File: config.mk
export PLATFORM = sky130hd
export DESIGN_NAME = nonce_anti_replay_unlock_gate
export DESIGN_NICKNAME = d
export VERILOG_FILES = /design/src/hw/rtl/narug_pkg.sv /design/src/hw/rtl/narug_ram.sv /design/src/hw/rtl/narug_ctrl.sv /design/src/hw/rtl/nonce_anti_replay_unlock_gate.sv
export SDC_FILE = /design/constraint.sdc
export NUM_CORES = 1
export LEC_CHECK = 0
export ABC_AREA = 1
export BUFFER_PORTS_ARGS = -buffer_cell sky130_fd_sc_hd__buf_2
export CAP_MARGIN = 0
export CORE_MARGIN = 2
export CORE_UTILIZATION = 45
export CTS_CLUSTER_DIAMETER = 200
export CTS_CLUSTER_SIZE = 25
export DETAILED_ROUTE_END_ITERATION = 16
export HOLD_SLACK_MARGIN = 0.02
export PLACE_DENSITY_LB_ADDON = 0.05
export SLEW_MARGIN = 10
export SYNTH_ARGS = -nofsm -noshare
export SYNTH_HDL_FRONTEND = slang
export SYNTH_SLANG_ARGS = --single-unit
File: constraint.sdc
create_clock -name clk -period 8.1 [get_ports clk]
set_input_delay 0.81 -clock clk [delete_from_list [all_inputs] [get_ports clk]]
set_output_delay 0.81 -clock clk [all_outputs]
set_load 0.05 [all_outputs]
File: src/hw/rtl/narug_pkg.sv
// shared types and constants of the nonce anti-replay unlock gate
`default_nettype none
package narug_pkg;

	localparam int unsigned NONCE_W    = 32;
	localparam int unsigned TS_W       = 32;
	localparam int unsigned CODE_W     = 8;
	localparam int unsigned REASON_W   = 3;
	localparam int unsigned ATTEMPT_W  = 16;
	localparam int unsigned CFG_DATA_W = 32;
	localparam int unsigned CFG_IDX_W  = 1;

	localparam logic [CFG_IDX_W-1:0] CFG_WINDOW_SIZE  = 1'd0;
	localparam logic [CFG_IDX_W-1:0] CFG_NONE_CMD     = 1'd1;

	localparam logic [NONCE_W-1:0]   WINDOW_RESET     = 32'd100;
	localparam logic [CODE_W-1:0]    NONE_CMD_RESET   = 8'd0;

	localparam logic [REASON_W-1:0]  REASON_OK        = 3'd0;
	localparam logic [REASON_W-1:0]  REASON_NO_CMD    = 3'd1;
	localparam logic [REASON_W-1:0]  REASON_ZERO_TS   = 3'd2;
	localparam logic [REASON_W-1:0]  REASON_WINDOW    = 3'd3;
	localparam logic [REASON_W-1:0]  REASON_REPLAY    = 3'd4;

	typedef enum logic [1:0] {
		ST_IDLE,
		ST_CHECK,
		ST_SCAN,
		ST_OUT
	} narug_state_t;

	typedef struct packed {
		logic                 command_valid;
		logic                 unlock_allowed;
		logic [REASON_W-1:0]  reject_reason;
		logic [ATTEMPT_W-1:0] invalid_attempts;
	} narug_result_t;

endpackage
`default_nettype wire

File: src/hw/rtl/narug_ram.sv
// generic simple dual-port ram with registered read
`default_nettype none
module narug_ram #(
	parameter int unsigned WIDTH = 32,
	parameter int unsigned DEPTH = 8
) (
	input  wire logic                                       clk,
	input  wire logic                                       we,
	input  wire logic [((DEPTH > 1) ? $clog2(DEPTH) : 1)-1:0] waddr,
	input  wire logic [WIDTH-1:0]                           wdata,
	input  wire logic [((DEPTH > 1) ? $clog2(DEPTH) : 1)-1:0] raddr,
	output logic      [WIDTH-1:0]                           rdata
);

	logic [WIDTH-1:0] mem [DEPTH];

	always_ff @(posedge clk) begin
		if (we) begin
			mem[waddr] <= wdata;
		end
		rdata <= mem[raddr];
	end

endmodule
`default_nettype wire

File: src/hw/rtl/narug_ctrl.sv
// check sequencer: code, timestamp and window checks, history scan and state update
`default_nettype none
module narug_ctrl #(
	parameter int unsigned HISTORY_DEPTH = 8
) (
	input  wire logic                             clk,
	input  wire logic                             arst_n,
	input  wire logic                             in_valid,
	output logic                                  in_stall,
	input  wire logic                             cmd,
	input  wire logic [narug_pkg::CODE_W-1:0]     cmd_code,
	input  wire logic [narug_pkg::TS_W-1:0]       cmd_stamp,
	input  wire logic [narug_pkg::NONCE_W-1:0]    nonce,
	input  wire logic                             ack_received,
	input  wire logic [narug_pkg::NONCE_W-1:0]    window_size,
	input  wire logic [narug_pkg::CODE_W-1:0]     none_command_code,
	output logic                                  res_valid,
	input  wire logic                             res_take,
	output narug_pkg::narug_result_t              res
);
	import narug_pkg::*;

	localparam int unsigned IDX_W = (HISTORY_DEPTH > 1) ? $clog2(HISTORY_DEPTH) : 1;
	localparam int unsigned CNT_W = $clog2(HISTORY_DEPTH + 1);
	localparam logic [IDX_W-1:0] LAST_IDX = IDX_W'(HISTORY_DEPTH - 1);
	localparam logic [CNT_W-1:0] FULL_CNT = CNT_W'(HISTORY_DEPTH);

	narug_state_t state_q, state_d;

	logic                 cmd_q;
	logic [CODE_W-1:0]    code_q;
	logic [TS_W-1:0]      ts_q;
	logic [NONCE_W-1:0]   nonce_q;
	logic                 ack_q;

	logic [NONCE_W-1:0]   last_nonce_q;
	logic [IDX_W-1:0]     wr_idx_q;
	logic [CNT_W-1:0]     fill_q;
	logic [ATTEMPT_W-1:0] fail_q;
	logic [IDX_W-1:0]     rd_idx_q;
	narug_result_t        res_q;

	logic                 accept;
	logic [REASON_W-1:0]  early_reason;
	logic                 hit;
	logic                 last_rd;
	logic                 finish;
	logic                 scan_go;
	logic [REASON_W-1:0]  fin_reason;
	logic                 commit;
	logic [ATTEMPT_W-1:0] fail_d;

	logic                 ram_we;
	logic [IDX_W-1:0]     ram_raddr;
	logic [NONCE_W-1:0]   ram_rdata;

	narug_ram #(
		.WIDTH (NONCE_W),
		.DEPTH (HISTORY_DEPTH)
	) u_hist (
		.clk   (clk),
		.we    (ram_we),
		.waddr (wr_idx_q),
		.wdata (nonce_q),
		.raddr (ram_raddr),
		.rdata (ram_rdata)
	);

	assign accept  = in_valid && !in_stall;
	assign hit     = (ram_rdata == nonce_q);
	assign last_rd = (rd_idx_q == IDX_W'(fill_q - CNT_W'(1)));

	always_comb begin
		priority if (code_q == none_command_code) begin
			early_reason = REASON_NO_CMD;
		end else if (ts_q == '0) begin
			early_reason = REASON_ZERO_TS;
		end else if ((nonce_q <= last_nonce_q) || ((nonce_q - last_nonce_q) > window_size)) begin
			early_reason = REASON_WINDOW;
		end else begin
			early_reason = REASON_OK;
		end
	end

	// next state
	always_comb begin
		state_d = state_q;
		unique case (state_q)
			ST_IDLE: begin
				if (accept) begin
					state_d = ST_CHECK;
				end
			end
			ST_CHECK: begin
				if (finish) begin
					state_d = ST_OUT;
				end else begin
					state_d = ST_SCAN;
				end
			end
			ST_SCAN: begin
				if (finish) begin
					state_d = ST_OUT;
				end
			end
			ST_OUT: begin
				if (res_take) begin
					state_d = ST_IDLE;
				end
			end
			default: state_d = ST_IDLE;
		endcase
	end

	// outputs
	always_comb begin
		finish     = 1'b0;
		scan_go    = 1'b0;
		fin_reason = REASON_OK;
		ram_raddr  = IDX_W'(rd_idx_q + IDX_W'(1));
		in_stall   = 1'b1;
		res_valid  = 1'b0;
		unique case (state_q)
			ST_IDLE: begin
				in_stall = 1'b0;
			end
			ST_CHECK: begin
				ram_raddr  = '0;
				fin_reason = early_reason;
				if (early_reason != REASON_OK || fill_q == '0) begin
					finish = 1'b1;
				end else begin
					scan_go = 1'b1;
				end
			end
			ST_SCAN: begin
				if (hit) begin
					finish     = 1'b1;
					fin_reason = REASON_REPLAY;
				end else if (last_rd) begin
					finish     = 1'b1;
				end
			end
			ST_OUT: begin
				res_valid = 1'b1;
			end
			default: ;
		endcase
	end

	assign commit = finish && (fin_reason == REASON_OK);
	assign ram_we = commit;
	assign fail_d = (cmd_q && fin_reason != REASON_OK && fail_q != '1)
		? ATTEMPT_W'(fail_q + ATTEMPT_W'(1)) : fail_q;
	assign res = res_q;

	always_ff @(posedge clk or negedge arst_n) begin
		if (!arst_n) begin
			state_q      <= ST_IDLE;
			last_nonce_q <= '0;
			wr_idx_q     <= '0;
			fill_q       <= '0;
			fail_q       <= '0;
		end else begin
			state_q <= state_d;
			if (finish) begin
				fail_q <= fail_d;
			end
			if (commit) begin
				last_nonce_q <= nonce_q;
				wr_idx_q     <= (wr_idx_q == LAST_IDX) ? '0 : IDX_W'(wr_idx_q + IDX_W'(1));
				if (fill_q != FULL_CNT) begin
					fill_q <= CNT_W'(fill_q + CNT_W'(1));
				end
			end
		end
	end

	always_ff @(posedge clk) begin
		if (accept) begin
			cmd_q   <= cmd;
			code_q  <= cmd_code;
			ts_q    <= cmd_stamp;
			nonce_q <= nonce;
			ack_q   <= ack_received;
		end
		if (scan_go) begin
			rd_idx_q <= '0;
		end else if (state_q == ST_SCAN) begin
			rd_idx_q <= ram_raddr;
		end
		if (finish) begin
			res_q.command_valid    <= (fin_reason == REASON_OK);
			res_q.unlock_allowed   <= cmd_q && ack_q && (fin_reason == REASON_OK);
			res_q.reject_reason    <= fin_reason;
			res_q.invalid_attempts <= fail_d;
		end
	end

	a_fill_bound: assert property (@(posedge clk) disable iff (!arst_n)
		fill_q <= FULL_CNT)
		else $error("history fill count above depth");

	a_commit_last: assert property (@(posedge clk) disable iff (!arst_n)
		ram_we |=> last_nonce_q == $past(nonce_q))
		else $error("last nonce not updated on history write");

	a_replay_needs_fill: assert property (@(posedge clk) disable iff (!arst_n)
		(finish && fin_reason == REASON_REPLAY) |-> fill_q != '0)
		else $error("replay reported with empty history");

	a_fail_monotonic: assert property (@(posedge clk) disable iff (!arst_n)
		fail_q >= $past(fail_q))
		else $error("failed attempt counter decreased");

endmodule
`default_nettype wire

File: src/hw/rtl/nonce_anti_replay_unlock_gate.sv
// top level: configuration registers, check sequencer and output register
//
// Checks remote command words against an anti-replay window and a ring of the
// last HISTORY_DEPTH accepted nonces held in a one-port-read ram. One word is
// processed at a time: a word rejected on code, timestamp or window, or arriving
// while the history is empty, goes from the check state to the output state;
// otherwise the history is read one entry per cycle until a match or the last
// filled entry. The result sits in an output register, so the next word is
// taken while a result still waits downstream. Configuration is to be written
// only while no word is in flight; the user is bound, the block does not enforce it.
`default_nettype none
module nonce_anti_replay_unlock_gate #(
	parameter int unsigned HISTORY_DEPTH = 8
) (
	input  wire logic                              clk,
	input  wire logic                              arst_n,
	input  wire logic                              cfg_we,
	input  wire logic [narug_pkg::CFG_IDX_W-1:0]   cfg_idx,
	input  wire logic [narug_pkg::CFG_DATA_W-1:0]  cfg_wdata,
	input  wire logic                              in_valid,
	output logic                                   in_stall,
	input  wire logic                              cmd,
	input  wire logic [narug_pkg::CODE_W-1:0]      cmd_code,
	input  wire logic [narug_pkg::TS_W-1:0]        cmd_stamp,
	input  wire logic [narug_pkg::NONCE_W-1:0]     nonce,
	input  wire logic                              ack_received,
	output logic                                   out_valid,
	input  wire logic                              out_stall,
	output logic                                   command_valid,
	output logic                                   unlock_allowed,
	output logic [narug_pkg::REASON_W-1:0]         reject_reason,
	output logic [narug_pkg::ATTEMPT_W-1:0]        invalid_attempts
);
	import narug_pkg::*;

	logic [NONCE_W-1:0] window_size_q;
	logic [CODE_W-1:0]  none_cmd_q;
	logic               res_valid;
	logic               res_take;
	narug_result_t      res;
	logic               out_valid_q;
	narug_result_t      out_q;

	narug_ctrl #(
		.HISTORY_DEPTH (HISTORY_DEPTH)
	) u_ctrl (
		.clk               (clk),
		.arst_n            (arst_n),
		.in_valid          (in_valid),
		.in_stall          (in_stall),
		.cmd               (cmd),
		.cmd_code          (cmd_code),
		.cmd_stamp         (cmd_stamp),
		.nonce             (nonce),
		.ack_received      (ack_received),
		.window_size       (window_size_q),
		.none_command_code (none_cmd_q),
		.res_valid         (res_valid),
		.res_take          (res_take),
		.res               (res)
	);

	// config registers
	always_ff @(posedge clk or negedge arst_n) begin
		if (!arst_n) begin
			window_size_q <= WINDOW_RESET;
			none_cmd_q    <= NONE_CMD_RESET;
		end else if (cfg_we) begin
			unique case (cfg_idx)
				CFG_WINDOW_SIZE: window_size_q <= cfg_wdata;
				CFG_NONE_CMD:    none_cmd_q    <= cfg_wdata[CODE_W-1:0];
				default: ;
			endcase
		end
	end

	// output word register
	assign res_take = res_valid && (!out_valid_q || !out_stall);

	always_ff @(posedge clk or negedge arst_n) begin
		if (!arst_n) begin
			out_valid_q <= 1'b0;
		end else if (res_take) begin
			out_valid_q <= 1'b1;
		end else if (!out_stall) begin
			out_valid_q <= 1'b0;
		end
	end

	always_ff @(posedge clk) begin
		if (res_take) begin
			out_q <= res;
		end
	end

	assign out_valid        = out_valid_q;
	assign command_valid    = out_q.command_valid;
	assign unlock_allowed   = out_q.unlock_allowed;
	assign reject_reason    = out_q.reject_reason;
	assign invalid_attempts = out_q.invalid_attempts;

endmodule
`default_nettype wire

==> results.yml <==
power:
  pwr_density_cell_mw_per_mm2: 377.2
  leakage_nw: 9.566
  swShare_pct: 42.29
  combinationalPowerShare_pct: 44.8
  pwr-share-clk_pct: 15.3
  ir_drop_v: 0.0002629
  seqPwrFrac_pct: 39.8
  power_switching_mw: 3.880
  internal_power_mw: 5.296
worst_setup_path:
  worstPathRequired_ns: 8.31
  worstReg2RegStart: "u_ctrl.nonce_q[0]$_DFFE_PP_"
  crit_fanout: 40
  ff2ff_setup_slack_ns: 0.94
  startpoint_type: "flip-flop"
  r2r_cells: 29
  crit_path_top_delay_cell: "nor2_4"
  worstSetupPathType: "reg2reg"
  crit-reg2reg-capture: "u_ctrl.u_hist.mem[1][13]$_DFFE_PP_"
  critPathArrivalTime_ns: 7.37
  end_kind: "flip-flop"
  slowest_delay_ns: 0.88
  cp_common_cell: "nand2_2"
timing:
  fin_crit_ns: 7.159
  slew_headroom_pct: 23.75
  drv_slew: 0
  setup_viol: 0
  worst_pin_slew_ns: 1.144
  hold_viol: 0
  fin_setup_tns_ns: 0
  skew_ns: 0.03218
  hold_ws_ns: 0.2227
  timing.final.crit_share_pct: 88.38
  rsz0062_at_grt: "false"
  max_freq_ghz: 0.1397
floorplan:
  core_region_area_mm2: 0.04875
  rows: 81
  boundaryPins: 135
  die_area_mm2: 0.05107
  start_util_pct: 45.49
  die_h_um: 226.0
  dieWidth_um: 226.0
clock_tree:
  cts_tree: "yes"
  clkTransAtPathRegs_ns: 0.11
  postCtsSetupBuffers: 0
  cts.sinks: 505
  cts_root_buf: "clkbuf_16"
  cts-htree-levels: 1
  ctsHoldBuffers: 0
  cts.path.max_buffers: 3
  clk_latency_ns: 0.59
  cts-resized-gates: 0
  cts_made_buffers: 24
route:
  avgRoutedWirePerCell_um: 19.00
  drt_iter0_drc: 1061
  route.detailed.drc: 0
  final_antenna_net_count: 0
  viasPerCell: 5.213
  first_pass_iters: 5
  drt_wl_total_um: 53270
  vias: 14610
synthesis:
  yosys.cell_types.count: 49
  ys_seq_area_share_pct: 64.61
  synth_top_area_share_pct: 50.38
  syn_area_mm2: 0.02217
  syn-num-nets: 2201
  synth_edf_count: 372
  syn_inst: 2012
  synthTopCellsByCount: "372 x edfxtp_1, 318 x nor2_1, 298 x nand2_1"
  ys_warn_count: 0
  synth_most_common_cell: "edfxtp_1"
  synth_flop_cell: "edfxtp_1"
  yosysTopAreaCell: "edfxtp_1"
  synth-seq-cells: 505
  synthArstFlopShare_pct: 19.41
  ys_top_cells_by_area: "edfxtp_1 50%, dfrtp_1 11%, nor2_1 5.4%, nand2_1 5.0%, ha_1 4.3%"
  synth.avg_cell_area_um2: 11.02
run:
  maxCapViolCount: 0
global_route:
  grt_max_degree: 130
  grt_usage_pct: 20.95
  grt_overflow: 0
  grt_antenna_before_repair: 0
  grt_pass1_wl_um: 81820
  grt_pass1_vias: 14300
finish:
  drive_gt1_share_pct: 12.54
  nets: 2309
  syn_to_final_growth_pct: 9.711
placement:
  io_buffer_count: 134
  hpwl_um: 35980
  gp_congestion: 0.8924
min_path:
  hp-class: "in2async"
run_status:
  status: "completed"
## metal layers
metal / track usage (%) / part of all wire [%] / up-vias
li1: - / - / 7154
met1: 29.61 / 47 / 7117
met2: 34.14 / 47 / 269
met3: 2.485 / 3.7 / 71
met4: 6.024 / 3.1 / 0
met5: 0 / 0 / -
## area by class of cell
type	count	area, um2
Clock buffer	43	693.2
Sequential cell	505	14330
Antenna cell	1	2.502
Clock inverter	1	20.02
Timing Repair Buffer	155	843.3
Tap cell	664	830.8
Multi-Input combinational cell	1256	6939
Inverter	178	669.4
Fill cell	4445	24420
## power by group through the flow
stage               registers, mW  logic [mW]  clock network [mW]
floorplan                    3.73        2.88                   0
global placement             3.71        4.12                   0
detailed placement           3.71        4.15                   0
CTS                          3.66        4.17                1.45
global route                 3.70        4.62                1.53
finish                       3.65        4.12                1.41
## cell families (layout without fill, tap and decap cells)
family / count (synthesis) / after routing / share of synthesized area, %
AOI/OAI and AO/OA: 321 / 321 / 8.724
xor gates and xnor gates: 62 / 62 / 2.449
adders and majority gates: 77 / 77 / 4.379
buffers and inverters: 251 / 377 / 4.486
DFF: 505 / 505 / 64.61
other: 0 / 1 / 0
and+or+nand+nor: 796 / 796 / 15.35
## how the worst max path moves through the flow
| stage | from | to | slack [ns] | depth (start not counted) |
|---|---|---|---|---|
| after floorplan | u_ctrl.nonce_q[0]$_DFFE_PP_ | u_ctrl.u_hist.mem[0][0]$_DFFE_PP_ | 2.36 | 31 |
| after global placement | u_ctrl.nonce_q[0]$_DFFE_PP_ | u_ctrl.u_hist.mem[1][14]$_DFFE_PP_ | 1.07 | 31 |
| after detailed placement | u_ctrl.nonce_q[0]$_DFFE_PP_ | u_ctrl.u_hist.mem[1][23]$_DFFE_PP_ | 0.90 | 31 |
| after CTS | u_ctrl.nonce_q[0]$_DFFE_PP_ | u_ctrl.u_hist.mem[1][26]$_DFFE_PP_ | 0.90 | 31 |
| after global routing | u_ctrl.nonce_q[0]$_DFFE_PP_ | u_ctrl.u_hist.mem[1][18]$_DFFE_PP_ | 0.14 | 31 |
| final | u_ctrl.nonce_q[0]$_DFFE_PP_ | u_ctrl.u_hist.mem[1][13]$_DFFE_PP_ | 0.94 | 29 |
## cells in the final DEF, fill, tap and decap left out, types with 24 or more instances in the layout
master | Yosys | final
o21ai_0 | 61 | 60
xor2_1 | 31 | 31
nand2_1 | 298 | 296
a21oi_1 | 127 | 126
o31ai_1 | 32 | 32
dfrtp_1 | 95 | 95
o22ai_1 | 33 | 33
buf_2 | 8 | 133
edfxtp_1 | 372 | 372
nand3_1 | 34 | 34
o221ai_1 | 28 | 28
nand2_2 | 26 | 28
inv_1 | 176 | 174
or2_2 | 24 | 24
xnor2_1 | 31 | 31
nand4_1 | 47 | 47
ha_1 | 76 | 76
dfxtp_1 | 35 | 34
clkbuf_16 | 0 | 25
nor2_1 | 318 | 309
## worst max-delay path, delay by kind of cell (launching register included)
family / cells / cell delay, ns
simple gates: 16 / 3.17
buf+inv: 4 / 1.06
compound gates: 5 / 1.01
fa+ha+maj: 3 / 0.93
flops: 1 / 0.51
xor+xnor: 1 / 0.07
## registers in the layout, summed over array words and instances (netlist names), 2 cells and up
register,cells
u_ctrl.fail_q,16
u_ctrl.res,21
u_ctrl.state_q,2
none_cmd_q,8
u_ctrl.fill_q,4
reject_reason,3
u_ctrl.u_hist.mem,256
u_ctrl.ts_q,32
u_ctrl.last_nonce_q,32
invalid_attempts,16
u_ctrl.wr_idx_q,3
u_ctrl.code_q,8
u_ctrl.rd_idx_q,3
window_size_q,32
u_ctrl.u_hist.rdata,32
u_ctrl.nonce_q,32
## through the flow
stage                     instances  cell area, um2  utilization (%)  power, mW  setup WS (ns)
after global placement         2758           23610            48.44      7.828          1.075
after CTS                      2802           24320            49.90      9.278         0.8990
after detailed placement       2758           23610            48.44      7.865         0.9032
after global routing           2802           24320            49.90      9.850         0.1390
after floorplan                2012           22170                -      6.608          2.361
final                          2803           24330            49.90      9.176         0.9415
(Power assumes the default switching activity.)
